===== src/rtl/scs_pkg.sv =====
// ----------------------------------------------------------------------------
// scs_pkg
// Shared widths and constants for the shade color slot cache.
// ----------------------------------------------------------------------------
package scs_pkg;

	localparam int COLOR_BITS  = 32;
	localparam int SLOT_BITS   = 4;
	localparam int VERTEX_BITS = 10;
	localparam int SHADE_BITS  = 24;
	localparam int CHAN_BITS   = 8;

	// grey level that every shade moves toward
	localparam int GREY_LEVEL = 192;

	typedef logic [COLOR_BITS-1:0] color_t;
	typedef logic [SHADE_BITS-1:0] shade_t;

	typedef struct packed {
		shade_t top;
		shade_t inner;
		shade_t outer;
	} shades_t;

endpackage


===== src/rtl/shade_color_slot_cache_core.sv =====
// ----------------------------------------------------------------------------
// shade_color_slot_cache_core
// Color slot cache with shade generation.
// ----------------------------------------------------------------------------
// Input channel color_valid/color_ready carries one 32-bit ARGB color a beat.
// Output channel result_valid/result_ready returns one result beat per color:
// hit, slot, start_vertex, fresh_buffer and three RGB shades toward grey.
// After a color is taken, one shared comparator scans the filled slots in
// order, one slot a cycle, through the registered read port of the slot
// memory. A hit stops the scan; a miss goes on to a write state that stores the
// color at the fill position (wrapping to slot zero when full).
// An empty cache skips the scan and goes straight to the write. color_ready is
// low meanwhile and rises with result_valid, so a new color is taken only once
// the result of the last one has been loaded into the output register.
// The result sits in an output register; while the receiver stalls it holds,
// and a following color may be taken and scanned, but its result waits until
// the register frees. Reset clears the fill count and control state; slot
// contents are only read once written, so the memory needs no clearing.
// ----------------------------------------------------------------------------
module shade_color_slot_cache_core #(
	parameter int CACHE_SLOTS       = 16,
	parameter int VERTICES_PER_SLOT = 50
) (
	input  logic        clk,
	input  logic        arst_n,
	input  logic        color_valid,
	output logic        color_ready,
	input  logic [31:0] color,
	output logic        result_valid,
	input  logic        result_ready,
	output logic        hit,
	output logic [3:0]  slot,
	output logic [9:0]  start_vertex,
	output logic        fresh_buffer,
	output logic [23:0] top_shade,
	output logic [23:0] inner_shade,
	output logic [23:0] outer_shade
);

	localparam int SW = (CACHE_SLOTS > 1) ? $clog2(CACHE_SLOTS) : 1;
	localparam int FW = $clog2(CACHE_SLOTS + 1);
	localparam int VW = $clog2(VERTICES_PER_SLOT + 1);
	localparam int PW = SW + VW;

	localparam logic [1:0] ST_IDLE  = 2'd0;
	localparam logic [1:0] ST_SCAN  = 2'd1;
	localparam logic [1:0] ST_WRITE = 2'd2;
	localparam logic [1:0] ST_DONE  = 2'd3;

	logic [1:0]      state_q;
	logic [FW-1:0]   fill_q;
	logic [FW-1:0]   addr_q;
	logic [FW-1:0]   cmp_idx_q;
	logic            cmp_vld_q;
	scs_pkg::color_t color_q;
	logic [SW-1:0]   slot_q;
	logic            hit_q;
	logic            fresh_q;

	scs_pkg::color_t  rd_data;
	scs_pkg::shades_t shades;

	logic            rd_en;
	logic            wr_en;
	logic            full;
	logic [SW-1:0]   wr_slot;
	logic            match;
	logic            last_cmp;
	logic            out_free;
	logic [PW-1:0]   prod;
	logic [PW+9:0]   prod_ext;
	logic [SW+3:0]   slot_ext;

	assign color_ready = (state_q == ST_IDLE);
	assign full        = (fill_q >= FW'(CACHE_SLOTS));
	assign wr_slot     = full ? '0 : fill_q[SW-1:0];
	assign rd_en       = (state_q == ST_SCAN) && (addr_q < fill_q);
	assign wr_en       = (state_q == ST_WRITE);
	assign match       = cmp_vld_q && (rd_data == color_q);
	assign last_cmp    = cmp_vld_q && (cmp_idx_q == FW'(fill_q - 1'b1));
	assign out_free    = !result_valid || result_ready;

	assign prod     = PW'(slot_q) * PW'(VERTICES_PER_SLOT);
	assign prod_ext = {10'b0, prod};
	assign slot_ext = {4'b0, slot_q};

	scs_store #(
		.DEPTH (CACHE_SLOTS),
		.AW    (SW)
	) u_store (
		.clk     (clk),
		.wr_en   (wr_en),
		.wr_addr (wr_slot),
		.wr_data (color_q),
		.rd_en   (rd_en),
		.rd_addr (addr_q[SW-1:0]),
		.rd_data (rd_data)
	);

	scs_shade u_shade (
		.rgb    (color_q[23:0]),
		.shades (shades)
	);

	always_ff @(posedge clk or negedge arst_n) begin
		if (!arst_n) begin
			state_q   <= ST_IDLE;
			fill_q    <= '0;
			addr_q    <= '0;
			cmp_idx_q <= '0;
			cmp_vld_q <= 1'b0;
		end else begin
			unique case (state_q)
				ST_IDLE: begin
					addr_q    <= '0;
					cmp_vld_q <= 1'b0;
					if (color_valid) begin
						state_q <= (fill_q == '0) ? ST_WRITE : ST_SCAN;
					end
				end
				ST_SCAN: begin
					// read of slot addr_q overlaps compare of slot addr_q-1
					cmp_vld_q <= rd_en;
					cmp_idx_q <= addr_q;
					if (rd_en) begin
						addr_q <= addr_q + 1'b1;
					end
					if (match) begin
						state_q <= ST_DONE;
					end else if (last_cmp) begin
						state_q <= ST_WRITE;
					end
				end
				ST_WRITE: begin
					fill_q  <= full ? FW'(1) : FW'(fill_q + 1'b1);
					state_q <= ST_DONE;
				end
				ST_DONE: begin
					if (out_free) begin
						state_q <= ST_IDLE;
					end
				end
				default: state_q <= ST_IDLE;
			endcase
		end
	end

	always_ff @(posedge clk) begin
		if (color_valid && color_ready) begin
			color_q <= color;
		end
		if (state_q == ST_SCAN && match) begin
			slot_q  <= cmp_idx_q[SW-1:0];
			hit_q   <= 1'b1;
			fresh_q <= 1'b0;
		end else if (state_q == ST_WRITE) begin
			slot_q  <= wr_slot;
			hit_q   <= 1'b0;
			fresh_q <= (wr_slot == '0);
		end
	end

	always_ff @(posedge clk or negedge arst_n) begin
		if (!arst_n) begin
			result_valid <= 1'b0;
		end else if (state_q == ST_DONE && out_free) begin
			result_valid <= 1'b1;
		end else if (result_ready) begin
			result_valid <= 1'b0;
		end
	end

	always_ff @(posedge clk) begin
		if (state_q == ST_DONE && out_free) begin
			hit          <= hit_q;
			slot         <= slot_ext[3:0];
			start_vertex <= prod_ext[9:0];
			fresh_buffer <= fresh_q;
			top_shade    <= shades.top;
			inner_shade  <= shades.inner;
			outer_shade  <= shades.outer;
		end
	end

	a_fill_bound: assert property (@(posedge clk) disable iff (!arst_n)
		fill_q <= FW'(CACHE_SLOTS))
		else $error("fill count beyond cache depth");

	a_hit_not_fresh: assert property (@(posedge clk) disable iff (!arst_n)
		result_valid && hit |-> !fresh_buffer)
		else $error("hit flagged as fresh buffer");

	a_fresh_slot0: assert property (@(posedge clk) disable iff (!arst_n)
		result_valid && fresh_buffer |-> slot == 4'd0)
		else $error("fresh buffer away from slot zero");

	a_busy_after_accept: assert property (@(posedge clk) disable iff (!arst_n)
		color_valid && color_ready |=> !color_ready)
		else $error("accepted a beat while busy");

	a_write_fills: assert property (@(posedge clk) disable iff (!arst_n)
		state_q == ST_WRITE |=> fill_q != '0)
		else $error("fill count empty after write");

endmodule


===== src/rtl/scs_store.sv =====
// ----------------------------------------------------------------------------
// scs_store
// Slot color memory: one write port, one read port with registered data.
// ----------------------------------------------------------------------------
module scs_store #(
	parameter int DEPTH = 16,
	parameter int AW    = 4
) (
	input  logic                  clk,
	input  logic                  wr_en,
	input  logic [AW-1:0]         wr_addr,
	input  scs_pkg::color_t       wr_data,
	input  logic                  rd_en,
	input  logic [AW-1:0]         rd_addr,
	output scs_pkg::color_t       rd_data
);

	scs_pkg::color_t mem_q [DEPTH];

	always_ff @(posedge clk) begin
		if (wr_en) begin
			mem_q[wr_addr] <= wr_data;
		end
	end

	always_ff @(posedge clk) begin
		if (rd_en) begin
			rd_data <= mem_q[rd_addr];
		end
	end

endmodule


===== src/rtl/scs_shade.sv =====
// ----------------------------------------------------------------------------
// scs_shade
// Per-channel shades of an RGB color toward grey, truncating division.
// ----------------------------------------------------------------------------
module scs_shade (
	input  logic [23:0]      rgb,
	output scs_pkg::shades_t shades
);

	localparam logic signed [9:0] GREY = 10'(scs_pkg::GREY_LEVEL);

	// 192 + (c - 192) / 8
	function automatic logic [7:0] top_ch(input logic [7:0] c);
		logic signed [9:0] d;
		logic signed [9:0] q;
		logic signed [9:0] s;
		d = $signed({2'b00, c}) - GREY;
		q = (d + (d[9] ? 10'sd7 : 10'sd0)) >>> 3;
		s = GREY + q;
		return s[7:0];
	endfunction

	// c + (192 - c) / 4 when quarter is set, else / 2, truncated toward zero
	function automatic logic [7:0] grey_ch(input logic [7:0] c, input logic quarter);
		logic signed [9:0] e;
		logic signed [9:0] q;
		logic signed [9:0] s;
		e = GREY - $signed({2'b00, c});
		if (quarter) begin
			q = (e + (e[9] ? 10'sd3 : 10'sd0)) >>> 2;
		end else begin
			q = (e + (e[9] ? 10'sd1 : 10'sd0)) >>> 1;
		end
		s = $signed({2'b00, c}) + q;
		return s[7:0];
	endfunction

	always_comb begin
		shades.top   = {top_ch(rgb[23:16]), top_ch(rgb[15:8]), top_ch(rgb[7:0])};
		shades.inner = {grey_ch(rgb[23:16], 1'b1), grey_ch(rgb[15:8], 1'b1),
			grey_ch(rgb[7:0], 1'b1)};
		shades.outer = {grey_ch(rgb[23:16], 1'b0), grey_ch(rgb[15:8], 1'b0),
			grey_ch(rgb[7:0], 1'b0)};
	end

endmodule


===== config.mk =====
export PLATFORM = sky130hd
export DESIGN_NAME = shade_color_slot_cache_core
export DESIGN_NICKNAME = d
export VERILOG_FILES = /design/src/rtl/scs_pkg.sv /design/src/rtl/shade_color_slot_cache_core.sv /design/src/rtl/scs_store.sv /design/src/rtl/scs_shade.sv
export SDC_FILE = /design/constraint.sdc
export NUM_CORES = 1
export LEC_CHECK = 0
export CORE_MARGIN = 4
export CORE_UTILIZATION = 50
export CTS_CLUSTER_SIZE = 20
export DETAILED_ROUTE_END_ITERATION = 10
export DONT_BUFFER_PORTS = 1
export GPL_TIMING_DRIVEN = 0
export PLACE_DENSITY = 0.65
export SKIP_CTS_REPAIR_TIMING = 1
export SYNTH_ARGS = -nofsm -noshare
export SYNTH_HDL_FRONTEND = slang
export SYNTH_HIERARCHICAL = 1
export SYNTH_SLANG_ARGS = --single-unit
export TNS_END_PERCENT = 1

===== constraint.sdc =====
create_clock -name clk -period 4.85 [get_ports clk]
set_input_delay 0 -clock clk [delete_from_list [all_inputs] [get_ports clk]]
set_output_delay 0 -clock clk [all_outputs]
set_load 0.1 [all_outputs]

# Yosys cells after proc, flatten, opt, wreduce, memory -nomap -nowiden
# Memory sizes are Yosys's and may differ from the RTL's. A register that Yosys moved wholly into a read port is not among the register bits.
# Cells that the tools add are included.
[totals]
ff_bits = 144
mem_bits_rw = 512
input_bits = 36
output_inout_bits = 90
mem_count = 1
[mem_list]
columns = ["memory", "depth", "width", "read_ports", "rd_clocked_by_memory_dff", "wr", "line_no", "rtl"]
rows = [
  ["u_store.mem_q", 16, 32, 1, 1, 1, "scs_store.sv:18", "scs_pkg::color_t mem_q [DEPTH];"],
]
[classes]
addsub = 27
n_mul = 1
magnitude_cmp = 2
eq_ne = 9
n_mux = 26
n_reduce_logical = 16
[op_table]
columns = ["operator", "count"]
rows = [
  ["adder 8 bit", 6],
  ["equality test 32 bit", 1],
  ["adder 9 x 3 -> 10 bit", 3],
  ["adder 9 x 4 -> 10 bit", 3],
  ["adder 9 x 2 -> 9 bit", 3],
  ["subtractor 8 x 8 -> 9 bit, first input constant", 3],
  ["subtractor 8 x 8 -> 9 bit, second input constant", 3],
  ["adder 7 x 7 -> 8 bit, first input constant", 3],
  ["2-to-1 mux 2 bit", 8],
  ["2-to-1 mux 4 bit", 3],
  ["adder 5 x 1 -> 5 bit, second input constant", 2],
  ["2-to-1 mux 5 bit", 2],
  ["one-hot mux 5 bit (2 select lines)", 1],
  ["multiplier 4 x 5 -> 9 bit, second input constant", 1],
  ["2-to-1 mux 3 bit", 3],
  ["one-hot mux 2 bit (4 select lines)", 1],
  ["2-to-1 mux 1 bit", 7],
  ["logical AND 1 bit", 6],
  ["inequality test 2 bit, second input constant", 3],
  ["nonzero test 2 bit", 3],
  ["equality test 5 bit", 1],
  ["greater-or-equal comparator 5 bit, second input constant", 1],
  ["zero test 5 bit", 1],
  ["< comparator 5 bit", 1],
  ["other kinds (11)", 12],
]

# Longest topological paths before layout
# Gate-level depths: netlist (run 1).
[depth]
depth_word = 6
depth_mapped = 20
depth_no_buf = 19

# By module
# Netlist (run 1), hierarchy kept.
[modules_own_cells]
columns = ["mod", "instances", "cells_per_inst", "area_per_inst_um2", "seq_area_each_um2"]
rows = [
  ["scs_store", 1, 838, 20174.3, 16335.7],
  ["shade_color_slot_cache_core", 1, 325, 5500.3, 4119.0],
  ["scs_shade", 1, 542, 3868.7, 0.0],
]

# Worst setup path before layout (run 1)
# OpenSTA, ideal clock, no wires.
[synth_path]
path_type = "flip-flop to flip-flop"
startpoint = "register color_q[1]"
endpoint = "register inner_shade[5], data pin"
setup_time_ns = 0.258
arrival_ns = 4.034
required_time_ns = 4.592
slack_ns = 0.558
path_stages_with_launch = 20
path_cell_list = "edfxtp_1 -> clkbuf_1 -> inv_1 -> ha_1 -> nor2b_1 -> a31oi_1 -> ha_1 -> a31oi_1 -> a41oi_1 -> a21oi_1 -> o21a_1 -> o21ai_0 -> xnor2_1 -> ha_1 -> a21oi_1 -> nand2_1 -> and2_1 -> o21ai_0 -> nor2b_1 -> xnor2_1"
[synth_lines]
columns = ["element", "line_no", "rtl"]
rows = [
  ["start, declared", "shade_color_slot_cache_core.sv:55", "scs_pkg::color_t color_q;"],
  ["start signal, assigned", "shade_color_slot_cache_core.sv:150", "color_q <= color;"],
  ["end signal, assigned", "shade_color_slot_cache_core.sv:180", "inner_shade <= shades.inner;"],
  ["end, declared", "shade_color_slot_cache_core.sv:36", "output logic [23:0] inner_shade,"],
]

==> impl_metrics.csv, run 1 <==
group,metric,value,unit
sta,period_share,96.7,%
clock_tree,clockRootBuffer,"clkbuf_16",
synthesis,ys_ff_latch,685,
clock_tree,numClockSinks,685,
critical_path,crit_chain,"clkbuf_2 -> inv_1 -> ha_1 -> clkbuf_1 -> nor2b_1 -> nand2_1 -> o21ai_1 -> nor3_1 -> nor2_1 -> xnor2_1 -> ha_1 -> nand4b_1 -> mux2i_1 -> a2111oi_4 -> o21ai_2 -> a31oi_4 -> xnor3_1",
floorplan,pin_count,126,
synthesis,async_reset_ff_share,2.77,%
place,dp_hpwl,41000,um
routing,drt_first_pass_iters,5,
hold_path,min_path_type,"in -> async",
global_route,grt_pass1_vias,16000,
critical_path,crit_path_frequent_cell,"ha_1",
global_route,grt.overflow.total,0,
floorplan,core-area,0.0581,mm2
clock_tree,cts_buffer_depth,3,
sta,max_freq,0.213,GHz
floorplan,die_x,251,um
sta,rsz0062_at_grt,"yes",
sta,fin_setup_tns,0,ps
power_and_ir_drop,total_power,0.0205,W
power_and_ir_drop,leakagePower,11.5,nW
synthesis,avgSynthCellArea,17.3,um2
cells_and_area,layout.cells.non_filler,2702,
critical_path,required,5200,ps
synthesis,netlist_top_cells_area,"edfxtp_1 (67%), mux4_2 (9.8%), ha_1 (3.6%)",
synthesis,syn_inst,1705,
cells_and_area,drive_above_1_share,19.6,%
clock_tree,cts_inserted_buffers,74,
critical_path,crit_arrival,5040,ps
power_and_ir_drop,p_per_area,598,mW/mm2
cells_and_area,final_nets,2008,
cells_and_area,diodes,0,
synthesis,synth_xor_area_share,4.46,%
critical_path,crit_path_max_fanout,10,
sta,whs,-17.2,ps
floorplan,placementRows,88,
clock_tree,h-tree-depth,3,
critical_path,worstSetupEndpointType,"register",
floorplan,dieArea,0.0630,mm2
routing,via_count,15800,
routing,ant_nets,0,
routing,post-route-drc-count,0,
status,outcome,"complete, but fails checks",
critical_path,crit_family,"compound AO/OA/AOI/OAI gates",
synthesis,yosysWarnings,6,
sta,post-route-min-period,4690,ps
synthesis,synth_edf_count,664,
critical_path,worstPathBufferInverterCount,3,
global_route,antenna_found_initial,0,
synthesis,synthMuxAreaShare,10.3,%
synthesis,synth_commonest_cells,"edfxtp_1 (664), mux4_2 (128), xnor2_1 (89), ha_1 (86), nand2_1 (79)",
power_and_ir_drop,ir_worst_vdd,0.474,mV
clock_tree,clk_latency,620,ps
synthesis,synth.distinct_cells,79,
cells_and_area,post-route-util,58.8,%
floorplan,start_util,50.8,%
critical_path,cp-start-kind,"register",
place,place_inst,2501,
synthesis,synth_top_family_by_area,"multiplexers",
floorplan,die_h,251,um
global_route,grtUsageTotal,20.1,%
critical_path,worstSetupPathType,"reg -> reg",
synthesis,synth_compound_area_share,5.13,%
critical_path,slowest_stage,"edfxtp_1",
synthesis,netlist.area_leader.share,67.5,%
synthesis,ys_seq_area_share,69.2,%
synthesis,yosysMostFrequentCell,"edfxtp_1",
synthesis,synthSimpleGateAreaFrac,4.85,%
synthesis,yosysTopAreaCell,"edfxtp_1",
run,maxCapViolCount,0,
sta,maxSlewHeadroom,19.8,%
routing,drt-vias-per-instance,5.86,
clock_tree,clkTransAtPathRegs,60,ps
sta,finClkSkew,22.4,ps
sta,setup_viol_count_final,0,
clock_tree,cts_tree,"yes",
routing,wl,64800,um
critical_path,cp_slowest_stage_delay,540,ps
place,portBuffers,0,
routing,wl_per_cell,24.0,um
sta,drv_slew,0,
status,failed_checks,"hold timing",
global_route,grt_max_degree,62,
cells_and_area,syn_to_final_growth,15.7,%
sta,worst_pin_slew,1200,ps
global_route,grt_pass1_wl,97200,um
synthesis,synth_area,0.0295,mm2
synthesis,synthAdderAreaFrac,3.98,%
place,place_congestion,0.829,
routing,drt_iter0_markers,1363,
sta,finalHoldViolations,19,
synthesis,synth_flop_cell,"edfxtp_1",
## state kept, by name, indices dropped and copies added (netlist names), 5 cells and up
| name | cells |
|---|---|
| inner_shade | 24 |
| u_store/mem_q | 512 |
| outer_shade | 24 |
| top_shade | 24 |
| color_q | 32 |
| fill_q | 5 |
| start_vertex | 6 |
| addr_q | 5 |
| cmp_idx_q | 5 |
| u_store/rd_data | 32 |
## kinds of logic (layout without fill, tap and decap cells)
| group | count (synthesis) | count (layout) |
|---|---|---|
| DFF | 685 | 685 |
| AOI/OAI and AO/OA | 222 | 222 |
| other | 2 | 4 |
| buffers and inverters | 132 | 362 |
| muxes | 141 | 141 |
| xor gates and xnor gates | 149 | 149 |
| adders and majority gates | 91 | 91 |
| and+or+nand+nor | 283 | 283 |
## worst paths after layout
| path | end | cells after the start | from | slack, ps |
|---|---|---|---|---|
| max reg2reg | outer_shade[23]$_DFFE_PP_ | 17 | color_q[16]$_DFFE_PP_ | 160 |
| min | fill_q[0]$_DFFE_PN0P_ | 1 | arst_n | -20 |
| min in group clk | color_q[29]$_DFFE_PP_ | 1 | color[29] | 20 |
| min reg2reg | hit$_DFFE_PP_ | 0 | hit_q$_SDFFE_PP1P_ | 440 |
| max | outer_shade[23]$_DFFE_PP_ | 17 | color_q[16]$_DFFE_PP_ | 160 |
| max in group asynchronous | cmp_idx_q[0]$_DFFE_PN0P_ | 1 | arst_n | 4300 |
## placed cells by master (no fill, tap or decap), types with 46 or more instances in the layout
cell type  count
buf_4         50
xnor2_1       89
edfxtp_1     664
xor2_1        59
nand2_1       79
inv_1         52
clkbuf_16     77
nor2_1        55
a21oi_1       46
mux4_2       128
a22oi_1       65
ha_1          86
## area by class of cell
class                           instances  area [um2]
Buffer                                 78         394
Multi-Input combinational cell        890        8630
Sequential cell                       685       20500
Clock buffer                           90        1990
Fill cell                            4371       24000
Timing Repair Buffer                   99        1130
Tap cell                              765         957
Clock inverter                         42         419
Inverter                               53         199
## layer usage
metal	track usage (%)	part of all wire, %	vias to the layer above	wire [um]
met5	0	0	-	0
met4	5.28	1.8	0	1170
met3	3.34	5.6	92	3620
met2	33.6	50	490	32400
met1	28.1	43	8176	27600
li1	-	-	7063	-
## through the flow
step / instance area (um2) / setup slack [ps]
floorplan: 29600 / 558
global placement: 30500 / -1640
detailed placement: 31100 / -522
CTS: 33500 / -525
global route: 34200 / -93.3
finish: 34200 / 161
## worst register-to-register path, cell delays in order (launching register included)
cell and delay (ps):
edfxtp_1 540, clkbuf_2 250, inv_1 120, ha_1 190
clkbuf_1 390, nor2b_1 230, nand2_1 130, o21ai_1 410
nor3_1 170, nor2_1 170, xnor2_1 140, ha_1 340
nand4b_1 130, mux2i_1 130, a2111oi_4 430, o21ai_2 150
a31oi_4 200, xnor3_1 330
## power breakdown
| part | leakage, nW | switching, W | internal, W |
|---|---|---|---|
| Combinational | 4.02 | 0.00281 | 0.00214 |
| Sequential | 6.28 | 0.00222 | 0.00772 |
| Clock | 1.16 | 0.00228 | 0.00330 |
| Total | 11.5 | 0.00730 | 0.0132 |
No activity file was read; power rests on OpenSTA's default activity.
==> run 2: changes to the inputs <==
==> constraint.sdc (replaced) <==
create_clock -name clk -period 4.85 [get_ports clk]
set_input_delay 0.2425 -clock clk [delete_from_list [all_inputs] [get_ports clk]]
set_output_delay 0.2425 -clock clk [all_outputs]
set_load 0.1 [all_outputs]
==> run 2 against run 1 <==
The flow now finishes without violations. Clock skew about the same. Critical path depth did not move. Via count decreased by 0.53%. Die area stayed put. First-iteration DRC count rose by 1.0%. Register-to-register slack about the same. Count of clock-buffer cells in the layout unchanged. Non-clock buffer count is 1 lower. Wire length about the same. Total power barely moved. Cell count hardly changed. Utilization is essentially flat.
==> impl_metrics.csv, run 2 (synthesis results as in run 1) <==
group,metric,value,unit
status,outcome,"finished, final reports clean",
cells_and_area,diodes,0,
floorplan,dieArea,0.0630,mm2
clock_tree,h-tree-depth,3,
sta,drv_slew,0,
critical_path,required,5200,ps
sta,worst_pin_slew,1200,ps
global_route,grt_max_degree,62,
floorplan,die_x,251,um
power_and_ir_drop,leakagePower,11.5,nW
routing,drt_first_pass_iters,5,
hold_path,min_path_type,"in -> reg",
clock_tree,cts_buffer_depth,3,
place,dp_hpwl,41000,um
cells_and_area,final_nets,2007,
power_and_ir_drop,seqPwrFrac,48.6,%
critical_path,slowest_stage,"edfxtp_1",
sta,finClkSkew,22.8,ps
cells_and_area,post-route-util,58.8,%
power_and_ir_drop,p_sw,0.00730,W
clock_tree,numClockSinks,685,
sta,max_freq,0.213,GHz
cells_and_area,reg_top3,"u_store/mem_q (512), color_q (32), u_store/rd_data (32)",
cells_and_area,postLayoutCellArea,0.0342,mm2
clock_tree,clk_latency,610,ps
place,place_area,0.0311,mm2
clock_tree,clockRootBuffer,"clkbuf_16",
sta,period_share,97.0,%
power_and_ir_drop,intPower,0.0132,W
routing,drt_iter0_markers,1377,
critical_path,worstSetupEndpointType,"register",
cells_and_area,largest_register_ffs,512,
global_route,antenna_found_initial,0,
power_and_ir_drop,ir_worst_vdd,0.474,mV
critical_path,cp-start-kind,"register",
sta,rsz0062_at_grt,"yes",
routing,ant_nets,0,
global_route,grtUsageTotal,20.1,%
global_route,grt.overflow.total,0,
power_and_ir_drop,pwr-share-comb,24.2,%
power_and_ir_drop,p_per_area,599,mW/mm2
place,portBuffers,0,
run,maxCapViolCount,0,
sta,setup_viol_count_final,0,
routing,wl_per_cell,24.0,um
global_route,grt_pass1_vias,16000,
clock_tree,cts_tree,"yes",
cells_and_area,drive_above_1_share,19.6,%
sta,maxSlewHeadroom,19.7,%
critical_path,crit_path_max_fanout,10,
power_and_ir_drop,power_frac_clock,27.2,%
critical_path,worstSetupPathType,"reg -> reg",
cells_and_area,layout_commonest_cell,"edfxtp_1",
floorplan,placementRows,88,
floorplan,die_h,251,um
floorplan,core-area,0.0581,mm2
global_route,grt_pass1_wl,97200,um
power_and_ir_drop,switching_share,35.7,%
floorplan,start_util,50.8,%
routing,via_count,15700,
sta,finalHoldViolations,0,
clock_tree,cts_inserted_buffers,74,
clock_tree,clkTransAtPathRegs,60,ps
sta,fin_setup_tns,0,ps
cells_and_area,final_cell_mix,"edfxtp_1 (664), mux4_2 (128), xnor2_1 (89)",
critical_path,crit_chain,"clkbuf_2 -> inv_1 -> ha_1 -> clkbuf_1 -> nor2b_1 -> nand2_1 -> o21ai_1 -> nor3_1 -> nor2_1 -> xnor2_1 -> ha_1 -> nand4b_1 -> mux2i_1 -> a2111oi_4 -> o21ai_2 -> a31oi_4 -> xnor3_1",
critical_path,crit_path_frequent_cell,"ha_1",
place,place_congestion,0.829,
floorplan,pin_count,126,
routing,drt-vias-per-instance,5.83,
cells_and_area,syn_to_final_growth,15.6,%
cells_and_area,top_register,"u_store/mem_q",
critical_path,crit_arrival,5050,ps
sta,post-route-min-period,4700,ps
routing,post-route-drc-count,0,
routing,wl,64800,um
critical_path,cp_slowest_stage_delay,540,ps
run 2: changes by cell type in the layout (fill, tap and decap cells not counted), sizes merged:
cell	delta
dlygate4sd3	-1
run 2: path summary, 6_finish.rpt:
path	from	to	slack, ps	cells past startpoint
setup / recovery	color_q[16]$_DFFE_PP_	outer_shade[23]$_DFFE_PP_	150	17
hold / removal	color_valid	color_q[28]$_DFFE_PP_	170	1
setup reg to reg	color_q[16]$_DFFE_PP_	outer_shade[23]$_DFFE_PP_	150	17
hold reg to reg	hit_q$_SDFFE_PP1P_	hit$_DFFE_PP_	440	0
max in group asynchronous	arst_n	cmp_idx_q[0]$_DFFE_PN0P_	4070	1
min in group asynchronous	arst_n	fill_q[0]$_DFFE_PN0P_	220	1
run 2: critical path, delay by kind of cell, from the launching register on:
family	cells	cell delay, ps
compound gates	4	1190
xor+xnor	2	470
fa+ha+maj	2	530
buf+inv	3	750
flops	1	540
mux	1	130
simple gates	5	850
run 2: through the flow:
step                      instances  power (W)  setup slack (ps)  hold WS, ps
after CTS                      2633     0.0206              -525         -704
after global placement         2472     0.0147             -1640        -52.2
after global routing           2701     0.0214             -93.3          180
after floorplan                1707     0.0134               558        -53.1
after detailed placement       2501     0.0149              -522        -52.2
final                          2701     0.0205               147          171
run 2: final cells by class:
cell class | instances | area (um2)
Clock buffer | 90 | 1990
Clock inverter | 42 | 419
Sequential cell | 685 | 20500
Fill cell | 4373 | 24000
Inverter | 53 | 199
Buffer | 78 | 394
Tap cell | 765 | 957
Timing Repair Buffer | 98 | 1120
Multi-Input combinational cell | 890 | 8630
run 2: power groups by stage:
stage               Combinational (W)  Sequential, W  Clock, W
floorplan                     0.00352        0.00991         0
global placement              0.00456         0.0102         0
detailed placement            0.00481         0.0101         0
CTS                           0.00485         0.0100   0.00570
global route                  0.00542         0.0100   0.00596
finish                        0.00494        0.00994   0.00557
run 2: per-layer routing:
layer | vias up | GRT usage [%] | part of all wire, %
li1 | 7061 | - | -
met1 | 8111 | 28.1 | 43
met2 | 471 | 33.6 | 50
met3 | 94 | 3.34 | 5.6
met4 | 0 | 5.28 | 1.7
met5 | - | 0 | 0
